## config.mk

```make
export PLATFORM = sky130hd
export DESIGN_NAME = ps2_mouse_packet_cursor_tracker_core
export DESIGN_NICKNAME = d
export VERILOG_FILES = /design/src/rtl/ps2mct_pkg.sv /design/src/rtl/ps2mct_framer.sv /design/src/rtl/ps2mct_cursor.sv /design/src/rtl/ps2_mouse_packet_cursor_tracker_core.sv
export SDC_FILE = /design/constraint.sdc
export NUM_CORES = 1
export LEC_CHECK = 0
export BUFFER_PORTS_ARGS = -buffer_cell sky130_fd_sc_hd__buf_2
export CAP_MARGIN = 20
export CORE_MARGIN = 8
export CORE_UTILIZATION = 62
export CTS_CLUSTER_SIZE = 24
export DETAILED_ROUTE_END_ITERATION = 8
export PLACE_DENSITY = 0.86
export SYNTH_ARGS = -nofsm -noshare
export SYNTH_HDL_FRONTEND = slang
export SYNTH_SLANG_ARGS = --single-unit
```

## constraint.sdc

```tcl
create_clock -name clk_i -period 10 [get_ports clk_i]
set_input_delay 2.5 -clock clk_i [delete_from_list [all_inputs] [get_ports clk_i]]
set_output_delay 2.5 -clock clk_i [all_outputs]
set_load 0.02 [all_outputs]
```

## src/rtl/ps2mct_pkg.sv

```systemverilog
// ----------------------------------------------------------------------------
// PS/2 cursor tracker package
// Constants, register codes and the packet struct shared by the tracker.
// ----------------------------------------------------------------------------
package ps2mct_pkg;

  localparam int POSITION_BITS_DEF = 12;
  localparam int CFG_W             = 13;

  localparam logic [CFG_W-1:0] RST_WIDTH  = 13'd640;
  localparam logic [CFG_W-1:0] RST_HEIGHT = 13'd480;

  // register indexes (paddr[3:2])
  localparam logic [1:0] REG_WIDTH  = 2'd0;
  localparam logic [1:0] REG_HEIGHT = 2'd1;
  localparam logic [1:0] REG_WHEEL  = 2'd2;

  localparam int         SYNC_BIT  = 3;
  localparam int         XSIGN_BIT = 4;
  localparam int         YSIGN_BIT = 5;
  localparam logic [7:0] OVF_MASK  = 8'hC0;

  typedef struct packed {
    logic              valid;    // complete packet, no overflow
    logic [2:0]        buttons;
    logic signed [8:0] dx;
    logic signed [8:0] dy;
    logic signed [4:0] dz;
  } pkt_t;

  // size as clamped by the cursor logic: zero is one, large saturates
  function automatic int eff_size(int v, int pb);
    int lim;
    lim = 1 << pb;
    if (v == 0) return 1;
    if (v > lim) return lim;
    return v;
  endfunction

endpackage

```

## src/rtl/ps2mct_framer.sv

```systemverilog
// ----------------------------------------------------------------------------
// PS/2 cursor tracker packet framer
// Byte sync, packet assembly and movement field extraction.
// ----------------------------------------------------------------------------
module ps2mct_framer (
  input  logic              clk_i,
  input  logic              rst_ni,
  input  logic              fire_i,
  input  logic [7:0]        byte_i,
  input  logic              wheel_mode_i,
  output ps2mct_pkg::pkt_t  pkt_o
);

  logic [1:0] pos_q, pos_d;
  logic [7:0] pb_q [0:2];
  logic       wr_en;
  logic       complete;
  logic [1:0] last;
  logic [7:0] hdr;
  logic [7:0] dy_byte;
  logic signed [4:0] nib_s;

  always_comb begin
    last     = wheel_mode_i ? 2'd3 : 2'd2;
    pos_d    = pos_q;
    wr_en    = 1'b0;
    complete = 1'b0;
    if (fire_i) begin
      if (pos_q == 2'd0 && !byte_i[ps2mct_pkg::SYNC_BIT]) begin
        pos_d = pos_q;                 // out of sync, drop
      end else if (pos_q < last) begin
        wr_en = 1'b1;
        pos_d = pos_q + 2'd1;
      end else begin
        pos_d    = 2'd0;
        complete = 1'b1;
      end
    end
  end

  always_comb begin
    hdr     = pb_q[0];
    dy_byte = (pos_q == 2'd2) ? byte_i : pb_q[2];
    nib_s   = {byte_i[3], byte_i[3:0]};
    pkt_o.valid   = complete && ((hdr & ps2mct_pkg::OVF_MASK) == 8'h00);
    pkt_o.buttons = hdr[2:0];
    pkt_o.dx      = {hdr[ps2mct_pkg::XSIGN_BIT], pb_q[1]};
    pkt_o.dy      = {hdr[ps2mct_pkg::YSIGN_BIT], dy_byte};
    pkt_o.dz      = (pos_q == 2'd3 && wheel_mode_i) ? -nib_s : 5'sd0;
  end

  always_ff @(posedge clk_i or negedge rst_ni) begin
    if (!rst_ni) begin
      pos_q <= 2'd0;
    end else begin
      pos_q <= pos_d;
    end
  end

  always_ff @(posedge clk_i) begin
    if (wr_en) begin
      pb_q[pos_q] <= byte_i;
    end
  end

endmodule

```

## src/rtl/ps2mct_cursor.sv

```systemverilog
// ----------------------------------------------------------------------------
// PS/2 cursor tracker cursor unit
// Cursor position state, movement and clamping to the screen.
// ----------------------------------------------------------------------------
module ps2mct_cursor #(
  parameter int POSITION_BITS = ps2mct_pkg::POSITION_BITS_DEF
) (
  input  logic                               clk_i,
  input  logic                               rst_ni,
  input  ps2mct_pkg::pkt_t                   pkt_i,
  input  logic [ps2mct_pkg::CFG_W-1:0]       width_i,
  input  logic [ps2mct_pkg::CFG_W-1:0]       height_i,
  output logic [POSITION_BITS-1:0]           col_o,
  output logic [POSITION_BITS-1:0]           row_o
);

  localparam int SIZE_W = POSITION_BITS + 1;
  localparam int SUM_W  = POSITION_BITS + 2;
  localparam logic [31:0] LIMIT32 = 32'd1 << POSITION_BITS;
  localparam int RST_COL =
    ps2mct_pkg::eff_size(int'(ps2mct_pkg::RST_WIDTH), POSITION_BITS) / 2;
  localparam int RST_ROW =
    ps2mct_pkg::eff_size(int'(ps2mct_pkg::RST_HEIGHT), POSITION_BITS) / 2;

  function automatic logic [SIZE_W-1:0] eff(input logic [ps2mct_pkg::CFG_W-1:0] v);
    logic [31:0] v32;
    v32 = 32'(v);
    if (v == '0) return SIZE_W'(1);
    if (v32 > LIMIT32) return SIZE_W'(LIMIT32);
    return SIZE_W'(v);
  endfunction

  function automatic logic [POSITION_BITS-1:0] clamp(input logic signed [SUM_W-1:0] p,
                                                     input logic [SIZE_W-1:0] size);
    logic [SIZE_W-1:0] top;
    top = size - SIZE_W'(1);
    if (p[SUM_W-1]) return '0;
    if (p >= $signed({1'b0, size})) return POSITION_BITS'(top);
    return POSITION_BITS'(p);
  endfunction

  logic [POSITION_BITS-1:0] col_q, row_q;
  logic signed [SUM_W-1:0]  dx_ext, dy_ext, sum_x, sum_y;

  always_comb begin
    dx_ext = SUM_W'(pkt_i.dx);
    dy_ext = SUM_W'(pkt_i.dy);
    // Y on the mouse runs upward, the screen row downward
    sum_x  = $signed({2'b00, col_q}) + dx_ext;
    sum_y  = $signed({2'b00, row_q}) - dy_ext;
    col_o  = clamp(sum_x, eff(width_i));
    row_o  = clamp(sum_y, eff(height_i));
  end

  always_ff @(posedge clk_i or negedge rst_ni) begin
    if (!rst_ni) begin
      col_q <= POSITION_BITS'(RST_COL);
      row_q <= POSITION_BITS'(RST_ROW);
    end else if (pkt_i.valid) begin
      col_q <= col_o;
      row_q <= row_o;
    end
  end

endmodule

```

## src/rtl/ps2_mouse_packet_cursor_tracker_core.sv

```systemverilog
// ----------------------------------------------------------------------------
// PS/2 mouse packet cursor tracker
// Assembles PS/2 mouse packets and tracks a clamped screen cursor.
// ----------------------------------------------------------------------------
// Channel   Dir  Handshake               Payload
// in        in   in_valid_i/in_ready_o   data_byte_i
// out       out  out_valid_o/out_ready_i cursor_x_o, cursor_y_o, buttons_o,
//                                        wheel_delta_o
// cfg       in   APB psel/penable        paddr, pwdata, prdata (pready high)
//
// One item per cycle sustained while no result stalls. A byte enters the
// input register when accepted; its result is loaded into the result register
// once the slot is free. The cursor add and clamp between them sets the cycle.
// Reset clears byte sync, centres the cursor, loads 640 x 480, three-byte mode.
// A stalled result holds the byte behind it; in_ready_o falls only while both
// registers are full and out_ready_i is low.
// ----------------------------------------------------------------------------
module ps2_mouse_packet_cursor_tracker_core #(
  parameter int POSITION_BITS = ps2mct_pkg::POSITION_BITS_DEF
) (
  input  logic                     clk_i,
  input  logic                     rst_ni,
  // byte input
  input  logic                     in_valid_i,
  output logic                     in_ready_o,
  input  logic [7:0]               data_byte_i,
  // result output
  output logic                     out_valid_o,
  input  logic                     out_ready_i,
  output logic [POSITION_BITS-1:0] cursor_x_o,
  output logic [POSITION_BITS-1:0] cursor_y_o,
  output logic [2:0]               buttons_o,
  output logic signed [4:0]        wheel_delta_o,
  // configuration
  input  logic                     psel,
  input  logic                     penable,
  input  logic                     pwrite,
  input  logic [3:0]               paddr,
  input  logic [31:0]              pwdata,
  output logic [31:0]              prdata,
  output logic                     pready
);

  localparam int CW = ps2mct_pkg::CFG_W;

  // configuration registers
  logic [CW-1:0] width_q, height_q;
  logic          wheel_q;
  logic          cfg_wr;
  logic [1:0]    reg_idx;

  assign pready  = 1'b1;
  assign cfg_wr  = psel && penable && pwrite;
  assign reg_idx = paddr[3:2];

  always_ff @(posedge clk_i or negedge rst_ni) begin
    if (!rst_ni) begin
      width_q  <= ps2mct_pkg::RST_WIDTH;
      height_q <= ps2mct_pkg::RST_HEIGHT;
      wheel_q  <= 1'b0;
    end else if (cfg_wr) begin
      unique case (reg_idx)
        ps2mct_pkg::REG_WIDTH:  width_q  <= pwdata[CW-1:0];
        ps2mct_pkg::REG_HEIGHT: height_q <= pwdata[CW-1:0];
        ps2mct_pkg::REG_WHEEL:  wheel_q  <= pwdata[0];
        default: ;              // unmapped, ignored
      endcase
    end
  end

  always_comb begin
    unique case (reg_idx)
      ps2mct_pkg::REG_WIDTH:  prdata = {{(32-CW){1'b0}}, width_q};
      ps2mct_pkg::REG_HEIGHT: prdata = {{(32-CW){1'b0}}, height_q};
      ps2mct_pkg::REG_WHEEL:  prdata = {31'd0, wheel_q};
      default:                prdata = 32'd0;
    endcase
  end

  // input register
  logic       in_valid_q;
  logic [7:0] in_byte_q;
  logic       proc_fire;
  logic       out_valid_q;

  // the byte in the input register is consumed once the result slot is free
  assign proc_fire  = in_valid_q && (!out_valid_q || out_ready_i);
  assign in_ready_o = !in_valid_q || proc_fire;

  always_ff @(posedge clk_i or negedge rst_ni) begin
    if (!rst_ni) begin
      in_valid_q <= 1'b0;
    end else if (in_ready_o) begin
      in_valid_q <= in_valid_i;
    end
  end

  always_ff @(posedge clk_i) begin
    if (in_valid_i && in_ready_o) begin
      in_byte_q <= data_byte_i;
    end
  end

  // framer and cursor
  ps2mct_pkg::pkt_t         pkt;
  logic [POSITION_BITS-1:0] col_d, row_d;

  ps2mct_framer u_framer (
    .clk_i        (clk_i),
    .rst_ni       (rst_ni),
    .fire_i       (proc_fire),
    .byte_i       (in_byte_q),
    .wheel_mode_i (wheel_q),
    .pkt_o        (pkt)
  );

  ps2mct_cursor #(
    .POSITION_BITS (POSITION_BITS)
  ) u_cursor (
    .clk_i    (clk_i),
    .rst_ni   (rst_ni),
    .pkt_i    (pkt),
    .width_i  (width_q),
    .height_i (height_q),
    .col_o    (col_d),
    .row_o    (row_d)
  );

  // result register
  logic                     out_valid_d;
  logic [POSITION_BITS-1:0] x_q, y_q;
  logic [2:0]               btn_q;
  logic signed [4:0]        dz_q;

  assign out_valid_d = (out_valid_q && !out_ready_i) || pkt.valid;

  always_ff @(posedge clk_i or negedge rst_ni) begin
    if (!rst_ni) begin
      out_valid_q <= 1'b0;
    end else begin
      out_valid_q <= out_valid_d;
    end
  end

  always_ff @(posedge clk_i) begin
    if (pkt.valid) begin
      x_q   <= col_d;
      y_q   <= row_d;
      btn_q <= pkt.buttons;
      dz_q  <= pkt.dz;
    end
  end

  assign out_valid_o   = out_valid_q;
  assign cursor_x_o    = x_q;
  assign cursor_y_o    = y_q;
  assign buttons_o     = btn_q;
  assign wheel_delta_o = dz_q;

endmodule

```

### Yosys cells after proc, flatten, opt, wreduce, memory -nomap -nowiden

Memory sizes are Yosys's and may differ from the RTL's.
Index checks and enable logic that the tools add are counted.

* bits in registers: 95
* bits in writable memories: 24
* input port bits: 51
* output and inout bits: 67
* logic and storage cells: 94
* memories kept: 1

* add/sub/neg operators: 6
* magnitude comparators: 5
* eq/ne operators: 4
* muxes and demuxes: 40
* bitwise logic cells: 1
* reduce and logical (&&, ||, !) cells: 24

Memories
* u_framer.pb_q: depth 3, bits a word 8, read ports 3, clocked after Yosys merged registers in 0, write ports 1, line ps2mct_framer.sv:15 `logic [7:0] pb_q [0:2];`

Operator list (count)
* $mux W13: 8
* $mux W12: 8
* $pmux W13 S3: 1
* $ge A14 B14 Y1: 2
* $gt A13 B13 Y1 const B: 2
* $logic_not A13 Y1: 2
* $sub A12 B1 Y12 const B: 2
* $mux W1: 21
* $add A13 B9 Y14: 1
* $sub A13 B9 Y14: 1
* $logic_and A1 B1 Y1: 8
* $logic_not A8 Y1: 1
* $mux W8: 1
* $reduce_and A2 Y1: 4
* $eq A2 B2 Y1 const B: 3
* $neg A4 Y5: 1
* $logic_not A1 Y1: 4
* $logic_not A2 Y1: 2
* $logic_or A1 B1 Y1: 3
* $add A2 B1 Y2 const B: 1
* $eq A2 B1 Y1 const B: 1
* $lt A2 B2 Y1: 1
* $mux W2: 1
* $not A1 Y1: 1

### Depth between registers and ports, before layout

* depth in word-level cells: 10
* depth in mapped cells: 21
* gate-level depth less buffers: 19

### Modules after synthesis

Synthesis repeated with hierarchy kept, for this count alone.

* cells, all modules: 692
* area, all modules: 7553.5 um^2

Modules (own cells, without submodules)
* ps2mct_cursor: instances 1, cells an instance 462, area an instance 3712.3 um^2, sequential area each 608.1 um^2
* ps2_mouse_packet_cursor_tracker_core: instances 1, cells an instance 162, area an instance 2733.9 um^2, sequential area each 1934.4 um^2
* ps2mct_framer: instances 1, cells an instance 68, area an instance 1107.3 um^2, sequential area each 740.7 um^2

### Worst setup path before layout

OpenSTA, ideal clock, no wires.

* path type: input port to output port
* start: input port paddr[2]
* end: output port prdata[10]
* arrival time: 3.679 ns
* data required time: 7.500 ns
* setup slack: 3.821 ns
* stages on the path: 4
* path buffers: 2
* cell sequence: clkbuf_1 -> clkbuf_1 -> mux2i_1 -> nor2_1

* longest elaborated chain between the ends: 2
* elaborated cells on any way between the ends: 4
* classes of those cells: eq/ne (2); mux (1); reduce/logical (1)

RTL lines
* start, declared: line ps2_mouse_packet_cursor_tracker_core.sv:38 `input logic [3:0] paddr,`
* $eq A2 B2 Y1, or another cell as far along: line ps2_mouse_packet_cursor_tracker_core.sv:72 `unique case (reg_idx)`
* $pmux W13 S3 (*): line ps2_mouse_packet_cursor_tracker_core.sv:72
* end, declared: line ps2_mouse_packet_cursor_tracker_core.sv:40 `output logic [31:0] prdata,`

Every way passes the cells marked *; elsewhere a longest branch is shown, timed or not.

### Final worst setup path

* start: input port paddr[2]
* end: output port prdata[0]

Same word-level chain as after synthesis.

==> qor.csv <==
stage,metric,value,unit
synthesis,Seq cells post-synth,118,
worst_setup_path,CP cell instances,buf_2 > mux2i_1 > o21ai_0 > buf_2,
floorplanning,Starting Density,0.625,
clock_tree,CTS Buf Count,17,
sta,crit share post-route,0.602,
run_status,outcome,completed,
sta,Tmin final,6.02,ns
synthesis,average size of a mapped cell,10.7,um2
sta,Worst-Margin Slew,1.04,ns
finish,footprint of the multi-input gates,3820,um2
synthesis,asr flop ratio synth,0.466,
hold_path,hold path cells,0,
worst_setup_path,Worst path top cell family by delay,buffers and inverters,
detailed_routing,Vias,5694,
sta,RSZ-0062 raised after global routing,no,
worst_setup_path,Worst path max stage delay,0.37,ns
finish,share of layout cells above drive strength 1,0.229,
finish,FF/Latch Area,3280,um2
clock_tree,Worst-path clk slew,0.06,ns
detailed_routing,post-route ant nets,0,
sta,Final Skew,0.0126,ns
clock_tree,H-tree Lvls,4,
detailed_routing,DRT iter0 DRCs,564,
placed_design,dpl hpwl,12.8,mm
synthesis,Netlist Area Pre-Place,7410,um2
floorplanning,Core Footprint,11900,um2
synthesis,ys flop type,edfxtp_1,
clock_tree,CTS Hold Buffers Added,0,
hold_path,Hold/Removal Path Class,reg2reg,
global_routing,total gr overflow,0,
floorplanning,die width,125,um
synthesis,share of Yosys cell area claimed by the top area cell type,0.255,
global_routing,first-pass GRT wire length,29.0,mm
placed_design,port bufs,76,
power_and_ir_drop,Leakage,3.70,nW
synthesis,sequential share of the synthesized area,0.443,
sta,count of pins over their slew limit,0,
finish,n_diodes,0,
hold_path,hold path start,u_framer.pb_q[0][1],
finish,nets,872,
worst_setup_path,most frequent CP cell,buf_2,
worst_setup_path,reg2reg path depth,19,
finish,layout filler cell count,831,
detailed_routing,final wirelength,17.8,mm
global_routing,number of global-route vias before repair,5797,
detailed_routing,drt wl/cell,19.3,um
clock_tree,postcts setup bufs,0,
floorplanning,site row count,40,
worst_setup_path,"Arr. time, crit path",3.52,ns
clock_tree,worst-skew pair later-pin latency,0.43,ns
synthesis,"EDFF count, synth",63,
placed_design,RD Place Congestion,0.934,
synthesis,Ys Warns,0,
clock_tree,CTS root buffer,clkbuf_16,
clock_tree,Num Clock Sinks,118,
sta,"Hold Vio Cnt, Final",0,
floorplanning,die area,15700,um2
global_routing,initial antenna violation count,0,
clock_tree,CTS tree,yes,
worst_setup_path,startpoint types,input port,
synthesis,"top cells by area, synth","edfxtp_1 (26%), dfrtp_1 (15%), ha_1 (10%)",
sta,Sum Neg Setup Slack,0,ns
sta,Final setup viols,0,
global_routing,largest net degree at the start of global routing,56,
power_and_ir_drop,pwr/cell area,357,nW/um2
worst_setup_path,Crit path buffers/inverters,2,
sta,Max-slew headroom,0.298,
power_and_ir_drop,Max VDD drop,0.199,mV
floorplanning,die height,125,um
flow_run,max-cap violation count,0,
worst_setup_path,FF-to-FF End,cursor_y_o[9],
worst_setup_path,CP required,7.50,ns
synthesis,Synth top cells by count,"edfxtp_1 (63), nand2_1 (61), ha_1 (59), nor2_1 (59), dfrtp_1 (43)",
detailed_routing,DR pass1 iterations,5,
sta,fmax,0.166,GHz
synthesis,Synth area leader,edfxtp_1,
worst_setup_path,crit path max fanout,17,
global_routing,Tot GR Track Use,0.232,
clock_tree,clock buffer depth,2,
synthesis,number of library cell types mapped by synthesis,72,
worst_setup_path,Setup crit end kind,output port,
clock_tree,# resized after CTS,0,
hold_path,"Endpoint, Worst Hold",buttons_o[1],
synthesis,Syn Inst Count,690,
finish,utilization after layout,0.710,
worst_setup_path,FF-to-FF Start,u_framer.pos_q[0],
floorplanning,Top Ports,118,
synthesis,"count leader, synth",edfxtp_1,
detailed_routing,Residual DRC,0,
worst_setup_path,"Slowest-stage cell, CP",buf_2,
worst_setup_path,Crit Path Category,in2out,
finish,Syn-to-layout area delta,13.6,%
worst_setup_path,r2r setup slk,4.61,ns
detailed_routing,Avg Vias per Cell,6.19,
cell families after synthesis:
group           after synthesis  share of synthesized area
compound gates              143                      0.142
xor+xnor                     29                     0.0353
fa+ha+maj                    61                      0.105
buf+inv                      73                     0.0500
flops                       118                      0.443
mux                          66                     0.0949
other cells                   2                    0.00101
simple gates                198                      0.128
cell type report:
cell class                 instances  area share
sequential                       118       0.390
timing repair buffer              80      0.0488
multi-input combinational        517       0.454
clock inverter                    15      0.0230
tap                              147      0.0219
inverter                          26      0.0116
clock buffer                      17      0.0505
worst register-to-register path, cell delays in order (launching register included):
cell       delay, ns
dfrtp_1         0.40
inv_1           0.13
ha_1            0.48
mux2_2          0.28
ha_1            0.16
inv_1           0.06
fa_1            0.40
a21o_1          0.21
a221oi_1        0.52
o21bai_1        0.15
a21oi_1         0.24
xnor2_1         0.20
ha_1            0.23
a211o_1         0.10
o211ai_1        0.08
a21oi_1         0.24
a2111oi_4       0.10
nor2_2          0.59
mux2_1          0.43
nor2b_1         0.15
per-stage QoR:
| stage | std cells | cell area (um2) | hold WS (ns) | total power [mW] | setup slack [ns] |
|---|---|---|---|---|---|
| final | 920 | 8420 | 0.422 | 3.00 | 3.98 |
| after global routing | 920 | 8420 | 0.426 | 3.19 | 3.97 |
| after CTS | 920 | 8420 | 0.424 | 2.99 | 4.00 |
| after detailed placement | 888 | 7800 | 0.410 | 2.32 | 4.02 |
| after global placement | 888 | 7800 | 0.408 | 2.25 | 4.10 |
| after floorplan | 708 | 7480 | 0.400 | 1.97 | 3.82 |
placed cells by master (no fill, tap or decap), types with 6 or more instances in the layout:
master,instances
a21o_1,14
conb_1,20
inv_1,25
nor4_1,6
buf_2,76
dfrtp_1,43
mux2i_1,32
clkbuf_16,17
nand2b_1,7
xor2_1,10
a21oi_1,27
ha_1,59
nor2b_1,9
mux2_2,32
dfstp_2,12
edfxtp_1,63
nand2_1,61
o21ai_1,12
nor2_1,59
o21ai_0,21
a211o_1,6
nand3_1,13
and2_1,6
nor3_1,11
xnor2_1,18
o21a_1,7
sequential cells by signal, summed over array words and instances, names as in the netlist:
name	count
u_cursor.row_q	12
in_byte_q	8
u_framer.pos_q	2
buttons_o	3
wheel_q	1
cursor_y_o	12
wheel_delta_o	5
cursor_x_o	12
width_q	13
in_valid_q	1
height_q	13
u_framer.pb_q	23
u_cursor.col_q	12
out_valid_o	1
per-layer routing:
metal,up-vias,track usage,routed length (um)
li1,2630,-,-
met1,2766,0.258,7090
met2,241,0.398,8870
met3,57,0.0574,1150
met4,0,0.135,646
met5,-,0,0
power breakdown:
part	internal, mW	switching, mW	total, mW
clock	0.399	0.245	0.643
sequential	0.667	0.108	0.776
combinational	0.642	0.942	1.58
total	1.71	1.30	3.00
worst max-delay path by stage:
stage              from    endpoint  slack, ns  depth (start not counted)
2_1_floorplan  paddr[2]  prdata[10]       3.82                          4
3_3_place_gp   paddr[2]   prdata[0]       4.10                          4
3_5_place_dp   paddr[2]   prdata[0]       4.02                          4
4_1_cts        paddr[2]   prdata[0]       4.00                          4
5_1_grt        paddr[2]   prdata[0]       3.97                          4
6_report       paddr[2]   prdata[0]       3.98                          4
Power figures use the tool's default switching activity.
